$ cat config.mk
export PLATFORM = sky130hd
export DESIGN_NAME = deadline_timer_table_top
export DESIGN_NICKNAME = d
export VERILOG_FILES = /design/src/dtt_pkg.sv /design/src/deadline_timer_table_top.sv
export SDC_FILE = /design/constraint.sdc
export NUM_CORES = 2
export LEC_CHECK = 0
export BUFFER_PORTS_ARGS = -buffer_cell sky130_fd_sc_hd__buf_2
export CORE_MARGIN = 2
export CORE_UTILIZATION = 40
export CTS_BUF_LIST = sky130_fd_sc_hd__clkbuf_8 sky130_fd_sc_hd__clkbuf_16
export CTS_CLUSTER_DIAMETER = 100
export DETAILED_ROUTE_END_ITERATION = 12
export PLACE_DENSITY = 0.52
export SLEW_MARGIN = 10
export SYNTH_ARGS = -nofsm -noshare
export SYNTH_HDL_FRONTEND = slang
export SYNTH_SLANG_ARGS = --single-unit
$ cat constraint.sdc
create_clock -name clk -period 7.7 [get_ports clk]
set_input_delay 0.385 -clock clk [delete_from_list [all_inputs] [get_ports clk]]
set_output_delay 0.385 -clock clk [all_outputs]
set_load 0.01 [all_outputs]
$ cat src/dtt_pkg.sv
// Shared types and codes for the deadline timer table.
package dtt_pkg;

	localparam int TIMER_SLOTS_DEF = 32;

	localparam logic OP_ARM  = 1'b0;
	localparam logic OP_TICK = 1'b1;

	localparam logic KIND_STATUS = 1'b0;
	localparam logic KIND_FIRED  = 1'b1;

	localparam logic [1:0] ST_OK      = 2'd0;
	localparam logic [1:0] ST_INVALID = 2'd1;
	localparam logic [1:0] ST_FULL    = 2'd2;

	typedef struct packed {
		logic               opcode;
		logic        [11:0] task_id;
		logic signed [31:0] delay_val;
	} cmd_t;

	typedef struct packed {
		logic        result_kind;
		logic [1:0]  arm_status;
		logic [11:0] fired_task;
		logic [30:0] fired_value;
		logic        last_of_run;
	} result_t;

endpackage

$ cat src/deadline_timer_table_top.sv
// Top level of the deadline timer table: slot memory, scan sequencer and result register.
//
//  channel  | handshake            | payload
//  ---------+----------------------+-----------------
//  command  | start, busy          | cmd    (cmd_t)
//  result   | strobe               | result (result_t)
//
// An arm transaction leaves busy low; its status appears on the next cycle.
// A tick transaction holds busy while the scan runs: the slot memory has one read
// port, so the scan reads one slot per cycle, then drains the read stage and flushes the
// last fired result. Each fired result waits in a holding register until the next hit or
// the flush; the last one appears in the first cycle with busy low. Results are never held off.
// Reset clears the counter, the active bits and the sequencer; slot contents are left as is.
module deadline_timer_table_top #(
	parameter int TIMER_SLOTS = dtt_pkg::TIMER_SLOTS_DEF
) (
	input  logic            clk,
	input  logic            arst_n,
	input  logic            start,
	output logic            busy,
	input  dtt_pkg::cmd_t   cmd,
	output logic            strobe,
	output dtt_pkg::result_t result
);
	import dtt_pkg::*;

	localparam int IW = (TIMER_SLOTS > 1) ? $clog2(TIMER_SLOTS) : 1;

	typedef struct packed {
		logic [11:0] task_id;
		logic [31:0] deadline;
		logic [30:0] delay;
	} slot_t;

	typedef enum logic [1:0] {
		S_IDLE,
		S_SCAN,
		S_DRAIN,
		S_FLUSH
	} state_t;

	slot_t                  mem [TIMER_SLOTS];
	state_t                 state_q;
	logic [IW-1:0]          idx_q;
	logic [31:0]            now_q;
	logic [TIMER_SLOTS-1:0] active_q;
	logic                   vld_s1;
	logic [IW-1:0]          idx_s1;
	slot_t                  rd_s1;
	logic                   strobe_q;
	result_t                result_q;
	logic                   pend_vld_q;
	result_t                pend_q;

	logic          accept;
	logic          arm_acc;
	logic          tick_acc;
	logic          arm_bad;
	logic          have_free;
	logic [IW-1:0] free_idx;
	logic          arm_ok;
	logic [31:0]   diff;
	logic          hit;
	logic          flush;
	slot_t         wr_entry;

	assign busy     = (state_q != S_IDLE);
	assign accept   = start && !busy;
	assign arm_acc  = accept && (cmd.opcode == OP_ARM);
	assign tick_acc = accept && (cmd.opcode == OP_TICK);
	assign arm_bad  = (cmd.task_id == 12'd0) || cmd.delay_val[31];
	assign arm_ok   = arm_acc && !arm_bad && have_free;
	assign diff     = now_q - rd_s1.deadline;
	assign hit      = vld_s1 && active_q[idx_s1] && !diff[31];
	assign flush    = (state_q == S_FLUSH);

	assign wr_entry.task_id  = cmd.task_id;
	assign wr_entry.deadline = now_q + unsigned'(cmd.delay_val);
	assign wr_entry.delay    = cmd.delay_val[30:0];

	// find the lowest free slot
	always_comb begin
		have_free = 1'b0;
		free_idx  = '0;
		for (int i = TIMER_SLOTS - 1; i >= 0; i--) begin
			if (!active_q[i]) begin
				have_free = 1'b1;
				free_idx  = IW'(i);
			end
		end
	end

	always_ff @(posedge clk) begin
		if (arm_ok) begin
			mem[free_idx] <= wr_entry;
		end
		rd_s1 <= mem[idx_q];
	end

	always_ff @(posedge clk or negedge arst_n) begin
		if (!arst_n) begin
			state_q    <= S_IDLE;
			idx_q      <= '0;
			now_q      <= '0;
			active_q   <= '0;
			vld_s1     <= 1'b0;
			strobe_q   <= 1'b0;
			pend_vld_q <= 1'b0;
		end else begin
			vld_s1   <= (state_q == S_SCAN);
			strobe_q <= arm_acc || ((hit || flush) && pend_vld_q);
			if (hit) begin
				pend_vld_q       <= 1'b1;
				active_q[idx_s1] <= 1'b0;
			end else if (flush) begin
				pend_vld_q <= 1'b0;
			end
			if (arm_ok) begin
				active_q[free_idx] <= 1'b1;
			end
			if (tick_acc) begin
				now_q <= now_q + 32'd1;
			end
			case (state_q)
				S_IDLE: begin
					idx_q <= '0;
					if (tick_acc) begin
						state_q <= S_SCAN;
					end
				end
				S_SCAN: begin
					idx_q <= idx_q + IW'(1);
					if (idx_q == IW'(TIMER_SLOTS - 1)) begin
						state_q <= S_DRAIN;
					end
				end
				S_DRAIN: state_q <= S_FLUSH;
				S_FLUSH: state_q <= S_IDLE;
				default: state_q <= S_IDLE;
			endcase
		end
	end

	always_ff @(posedge clk) begin
		idx_s1 <= idx_q;
		if (arm_acc) begin
			result_q.result_kind <= KIND_STATUS;
			result_q.arm_status  <= arm_bad ? ST_INVALID : (have_free ? ST_OK : ST_FULL);
			result_q.fired_task  <= '0;
			result_q.fired_value <= '0;
			result_q.last_of_run <= 1'b1;
		end else if (hit) begin
			result_q <= pend_q;
		end else if (flush) begin
			result_q.result_kind <= pend_q.result_kind;
			result_q.arm_status  <= pend_q.arm_status;
			result_q.fired_task  <= pend_q.fired_task;
			result_q.fired_value <= pend_q.fired_value;
			result_q.last_of_run <= 1'b1;
		end
		if (hit) begin
			pend_q.result_kind <= KIND_FIRED;
			pend_q.arm_status  <= ST_OK;
			pend_q.fired_task  <= rd_s1.task_id;
			pend_q.fired_value <= rd_s1.delay;
			pend_q.last_of_run <= 1'b0;
		end
	end

	assign strobe = strobe_q;
	assign result = result_q;

	a_fired_from_scan: assert property (@(posedge clk) disable iff (!arst_n)
		strobe && (result.result_kind == KIND_FIRED) |-> $past(busy))
		else $error("fired result outside a scan");

	a_arm_is_last: assert property (@(posedge clk) disable iff (!arst_n)
		strobe && (result.result_kind == KIND_STATUS) |-> result.last_of_run)
		else $error("arm status not marked last");

	a_tick_busy: assert property (@(posedge clk) disable iff (!arst_n)
		start && !busy && (cmd.opcode == OP_TICK) |=> busy)
		else $error("tick did not start a scan");

	a_idle_hold: assert property (@(posedge clk) disable iff (!arst_n)
		!busy && !start |=> $stable(active_q) && $stable(now_q))
		else $error("slot state changed while idle");

	a_flush_empty: assert property (@(posedge clk) disable iff (!arst_n)
		(state_q == S_FLUSH) |=> !pend_vld_q && (state_q == S_IDLE))
		else $error("pending result survived the flush");

endmodule

-- Word level (Yosys, flattened, before mapping)
Memories as Yosys holds them, arrays and structs flattened. A register that Yosys moved wholly into a read port is not among the register bits.
Cells that the tools add are included.
- memories: 1
- output and inout port bits: 49
- logic and storage cells: 142
- input bits: 48
- register bits: 169
- RAM bits: 2400
- memory list (name ; depth ; width ; rd ports ; clocked after memory_dff ; write ports ; line ; source):
    mem ; 32 ; 75 ; 1 ; 1 ; 1 ; deadline_timer_table_top.sv:42 ; slot_t mem [TIMER_SLOTS];
- magnitude comparators: 4
- bitwise logic cells: 4
- multiplexer cells: 85
- add/subtract/negate cells: 4
- equal/unequal tests: 6
- reduce and logical (&&, ||, !) cells: 23
- operator list (cell ; number):
    2-to-1 mux 5 bit ; 32
    2-to-1 mux 47 bit ; 2
    2-to-1 mux 32 bit ; 2
    2-to-1 mux 46 bit ; 1
    2-to-1 mux 1 bit ; 39
    adder 32 x 1 -> 32 bit, second input constant ; 1
    adder 32 bit ; 1
    bitwise AND 32 bit ; 1
    inverter 32 bit ; 1
    bitwise OR 32 bit ; 1
    subtractor 32 bit ; 1
    logical NOT 12 bit ; 1
    less-than comparator 5 x 6 -> 1 bit, second input constant ; 2
    demux 1 bit (select 5 bit) ; 2
    greater-or-equal comparator 5 x 1 -> 1 bit, second input constant ; 2
    logical AND 1 bit ; 10
    one-hot mux 5 bit (2 select lines) ; 1
    2-to-1 mux 2 bit ; 4
    one-hot mux 2 bit (4 select lines) ; 1
    nonzero test 2 bit ; 3
    adder 5 x 1 -> 5 bit, second input constant ; 1
    binary-select mux 1 bit (select 5 bit) ; 1
    equality test 5 bit, second input constant ; 1
    equality test 2 bit, second input constant ; 2
    9 further kinds ; 13

-- Depth between registers and ports, before layout
- depth in word-level cells: 38
- depth in mapped cells: 12
- gate-level depth less buffers: 11

-- Least setup slack after synthesis
OpenSTA, ideal clock, no wires.
- kind: register to register
- start: register state_q[0]
- end: memory mem[25][0] (netlist bit) (enable)
- period minus slack after synthesis: 5.585 ns
- setup slack: 2.115 ns
- data arrival time: 5.075 ns
- buffers on the path: 1
- setup time: 0.511 ns
- required time: 7.189 ns
- cell stages (with the launch flop): 11
- cells stage by stage: dfrtp_1 > inv_1 > ha_1 > clkbuf_2 > nand3b_1 > nor3_1 > nand4_1 > or3_1 > nor2b_1 > nand2_1 > nor2_1
- longest elaborated chain between the ends: 8
- RTL lines (item ; line ; source):
    start, declared ; deadline_timer_table_top.sv:43 ; state_t state_q;
    start signal, assigned ; deadline_timer_table_top.sv:102 ; state_q <= S_IDLE;
    start signal, assigned ; deadline_timer_table_top.sv:128 ; state_q <= S_SCAN;
    start signal, assigned ; deadline_timer_table_top.sv:134 ; state_q <= S_DRAIN;
    nonzero test 2 bit ; deadline_timer_table_top.sv:67 ; assign busy = (state_q != S_IDLE);
    logical NOT 1 bit ; deadline_timer_table_top.sv:68 ; assign accept = start && !busy;
    logical AND 1 bit ; deadline_timer_table_top.sv:68 ;
    logical AND 1 bit ; deadline_timer_table_top.sv:69 ; assign arm_acc = accept && (cmd.opcode == OP_ARM);
    logical AND 1 bit (2 in a row) ; deadline_timer_table_top.sv:72 ; assign arm_ok = arm_acc && !arm_bad && have_free;
    2-to-1 mux 1 bit ; deadline_timer_table_top.sv:94 ; if (arm_ok) begin
    2-to-1 mux 1 bit (not written as such) ; deadline_timer_table_top.sv:95 ; mem[free_idx] <= wr_entry;
    end, declared ; deadline_timer_table_top.sv:42 ;
No other way between the ends.

-- Final worst setup path
- start: register state_q[1]
- end: memory mem[27][48] (netlist bit) (enable)
Same word-level chain as after synthesis.

==> results.json <==
{
  "tns_ns": 0,
  "num_io_pins": 97,
  "slowest_stage": "buf_4",
  "vias_per_cell": 5.74,
  "min_period_ns": 5.13,
  "finalCritPeriodShare": 0.667,
  "cts_root_buffer": "clkbuf_16",
  "tightestPinTransition_ns": 1.37,
  "fp.dieH_um": 511,
  "cp.required_ns": 8.19,
  "die_w_um": 511,
  "dr.pass1.iters": 5,
  "syn_area_um2": 103000,
  "pre_cts_ws_ns": 2.52,
  "syn_avg_cell_area_um2": 18.5,
  "power_density_nw_per_um2": 320,
  "grt_pass1_wl_um": 406000,
  "rsz0062_at_grt": "no",
  "r2r_end": "mem[27][48]$_DFFE_PP_",
  "hold_buffers": 38,
  "synth_area_leaders": "edfxtp_1, mux4_2, mux2i_1",
  "drcViolationCount": 0,
  "area_growth_pct": 14.4,
  "routed_wl_um": 285000,
  "vias": 54100,
  "hold_depth": 1,
  "drive_gt1_frac": 0.198,
  "arrival_ns": 5.63,
  "routedWlPerCell_um": 30.3,
  "cts_tree": "built",
  "reg2reg_from": "state_q[1]$_DFFE_PN0P_",
  "synthArstFlopShare": 0.0280,
  "cts_made_buffers": 297,
  "status": "finished clean",
  "grt-ovfl-total": 0,
  "n_fill_cell": 21700,
  "clock_sinks": 2644,
  "grt_use_total": 0.216,
  "ys_ff_latch": 2644,
  "hold_viol_final": 0,
  "critical_path_class": "register to register",
  "htree_levels": 5,
  "yosysSeqAreaShare": 0.755,
  "crit_path_end_kind": "register",
  "synth.distinct_cells": 78,
  "ys.flop_type": "edfxtp_1",
  "slew_headroom": 0.0803,
  "cp_max_fo": 30,
  "critical_path.max_stage_delay_ns": 0.75,
  "skew_ns": 0.0894,
  "vdd_ir_drop_max_uv": 240,
  "grt_antenna_before_repair": 7,
  "worst_path_most_repeated_cell": "buf_4",
  "fin_ws_ns": 2.57,
  "setup_viol": 0,
  "worstRegToRegCells": 11,
  "r2r_slack_ns": 2.57,
  "yosys.area.top_type": "edfxtp_1",
  "grt_max_degree": 123,
  "min_path_type": "input pin to register",
  "clk_latency_ns": 0.94,
  "drv_cap": 0,
  "io_buffers": 96,
  "initial_core_util": 0.401,
  "slew_viol_final": 0,
  "cp-start-kind": "register",
  "cp_top_family": "simple AND/OR/NAND/NOR gates",
  "path_clk_slew_ns": 0.06,
  "p_leak_nw": 37.9,
  "route.antenna.remaining_nets": 0,
  "fp.coreArea_um2": 256000,
  "grt_pass1_vias": 54600,
  "yosysTopAreaCellShare": 0.713,
  "synth_cells": 5555,
  "ys_warn_count": 0,
  "clock.fmax_ghz": 0.195,
  "cts_setup_buffers": 0,
  "cts.repair.resized": 0,
  "gp_congestion": 0.807,
  "utilization": 0.459,
  "syn-num-nets": 5672,
  "hold_end": "mem[22][30]$_DFFE_PP_",
  "path_buf_inv": 3,
  "power_mw": 37.7,
  "regArea_um2": 77800,
  "multi_input_area_um2": 24300,
  "dpl.hpwl_um": 143000,
  "num_rows": 186,
  "worstHoldStart": "cmd[30]",
  "clk_path_buf_depth": 4,
  "cp_cell_sequence": "inv_1 > ha_1 > nand3b_1 > nor3_1 > nand4_1 > or3_1 > nor2b_1 > nand2_1 > nor2_4 > buf_4 > buf_4",
  "final_net_count": 5942,
  "drt_iter0_drc": 5342,
  "synth_edf_count": 2445,
  "die_area_um2": 261000
}
## kinds of logic after synthesis
kind of cell / count (synthesis) / share of synthesized area
flops: 2644 / 0.755
compound gates: 940 / 0.0575
mux: 909 / 0.134
simple gates: 583 / 0.0252
buf+inv: 350 / 0.0146
fa+ha+maj: 69 / 0.00846
xor+xnor: 60 / 0.00510
## cells in the final DEF, fill, tap and decap left out, types with 12 or more instances in the layout
cell / netlist / final
o21ai_0: 276 / 276
mux2_2: 137 / 137
nor2_1: 79 / 46
nand2_1: 319 / 318
xor2_1: 23 / 15
nand4_1: 17 / 17
buf_4: 14 / 109
clkinv_1: 0 / 60
dlygate4sd3_1: 0 / 38
clkbuf_16: 0 / 308
nor3_1: 15 / 15
a21o_1: 24 / 24
nand3_1: 66 / 66
mux2i_1: 412 / 412
nor2_4: 0 / 33
clkbuf_8: 0 / 19
a21oi_1: 263 / 262
edfxtp_1: 2445 / 2445
o31ai_1: 23 / 23
buf_12: 0 / 27
xnor2_1: 37 / 19
ha_1: 68 / 67
mux4_2: 359 / 359
clkinv_2: 0 / 35
o22ai_1: 77 / 77
o221ai_1: 192 / 192
buf_2: 92 / 95
inv_1: 50 / 116
dfrtp_1: 74 / 69
nor2b_1: 21 / 21
dfxtp_1: 125 / 125
bufinv_16: 0 / 12
## cell type report
| cell class | count | area share |
|---|---|---|
| Timing Repair Buffer | 269 | 0.0188 |
| Clock buffer | 327 | 0.0676 |
| Clock inverter | 183 | 0.00932 |
| Sequential cell | 2644 | 0.660 |
| Multi-Input combinational cell | 2561 | 0.206 |
| Inverter | 52 | 0.00168 |
| Tap cell | 3384 | 0.0359 |
| Antenna cell | 2 | 0.0000425 |
## synth_stat cells, types with 8 or more instances
master and number:
a21o_1 24, xor2_1 23, o21ai_1 8, mux2i_1 412, dfxtp_1 125, o32ai_1 8
dfrtp_1 74, a21oi_1 263, xnor2_1 37, mux4_2 359, o221ai_1 192, nor2_1 79
nor3_1 15, edfxtp_1 2445, buf_2 92, and3_1 9, o22ai_1 77, nand2b_1 11
nand4_1 17, nand2_1 319, nand3_1 66, inv_1 50, mux2_2 137, o21ai_0 276
ha_1 68, clkbuf_1 145, o31ai_1 23, buf_1 43, buf_4 14, nor2b_1 21
a31oi_1 11
## per-layer routing
metal / GRT usage / wire length, um / vias up / part of all wire
met2: 0.356 / 139000 / 1620 / 0.49
met5: 0 / 0 / - / 0
li1: - / - / 23100 / -
met1: 0.305 / 127000 / 29000 / 0.45
met4: 0.0472 / 5280 / 0 / 0.018
met3: 0.0288 / 14200 / 351 / 0.050
## worst reg2reg max path: stages, from the launching register on
cell	delay [ns]
dfrtp_1	0.39
inv_1	0.11
ha_1	0.30
nand3b_1	0.23
nor3_1	0.37
nand4_1	0.20
or3_1	0.36
nor2b_1	0.18
nand2_1	0.31
nor2_4	0.72
buf_4	0.79
buf_4	0.69
## how the worst max path moves through the flow
stage | slack, ns | start | to | depth (start not counted)
detailed placement | 2.52 | cmd[37] | mem[27][29]$_DFFE_PP_ | 10
CTS | 2.56 | state_q[1]$_DFFE_PN0P_ | mem[27][48]$_DFFE_PP_ | 11
global route | 2.27 | state_q[0]$_DFFE_PN0P_ | mem[27][48]$_DFFE_PP_ | 11
floorplan | 2.11 | state_q[0]$_DFFE_PN0P_ | mem[25][0]$_DFFE_PP_ | 10
global placement | 2.57 | cmd[37] | mem[27][30]$_DFFE_PP_ | 10
finish | 2.57 | state_q[1]$_DFFE_PN0P_ | mem[27][48]$_DFFE_PP_ | 11
## per-stage QoR
| step | hold slack [ns] | cell area (um^2) | std cells |
|---|---|---|---|
| 5_1_grt | 0.0520 | 118000 | 9421 |
| 6_report | 0.0601 | 118000 | 9422 |
| 4_1_cts | 0.00813 | 118000 | 9420 |
| 2_1_floorplan | 0.0894 | 103000 | 5555 |
| 3_3_place_gp | 0.250 | 108000 | 8872 |
| 3_5_place_dp | 0.247 | 108000 | 8872 |
## power by group
part           internal (mW)  switching, mW
clock network           7.76           5.48
logic                   3.15           4.45
registers               16.5          0.385
## state kept, by name, summed over array words and instances, names as in the netlist
signal / cells
result: 47
mem: 2400
pend_q: 43
vld_s1: 1
now_q: 32
pend_vld_q: 1
idx_q: 5
active_q: 32
state_q: 2
strobe: 1
idx_s1: 5
rd_s1: 75
Power figures use the tool's default switching activity.
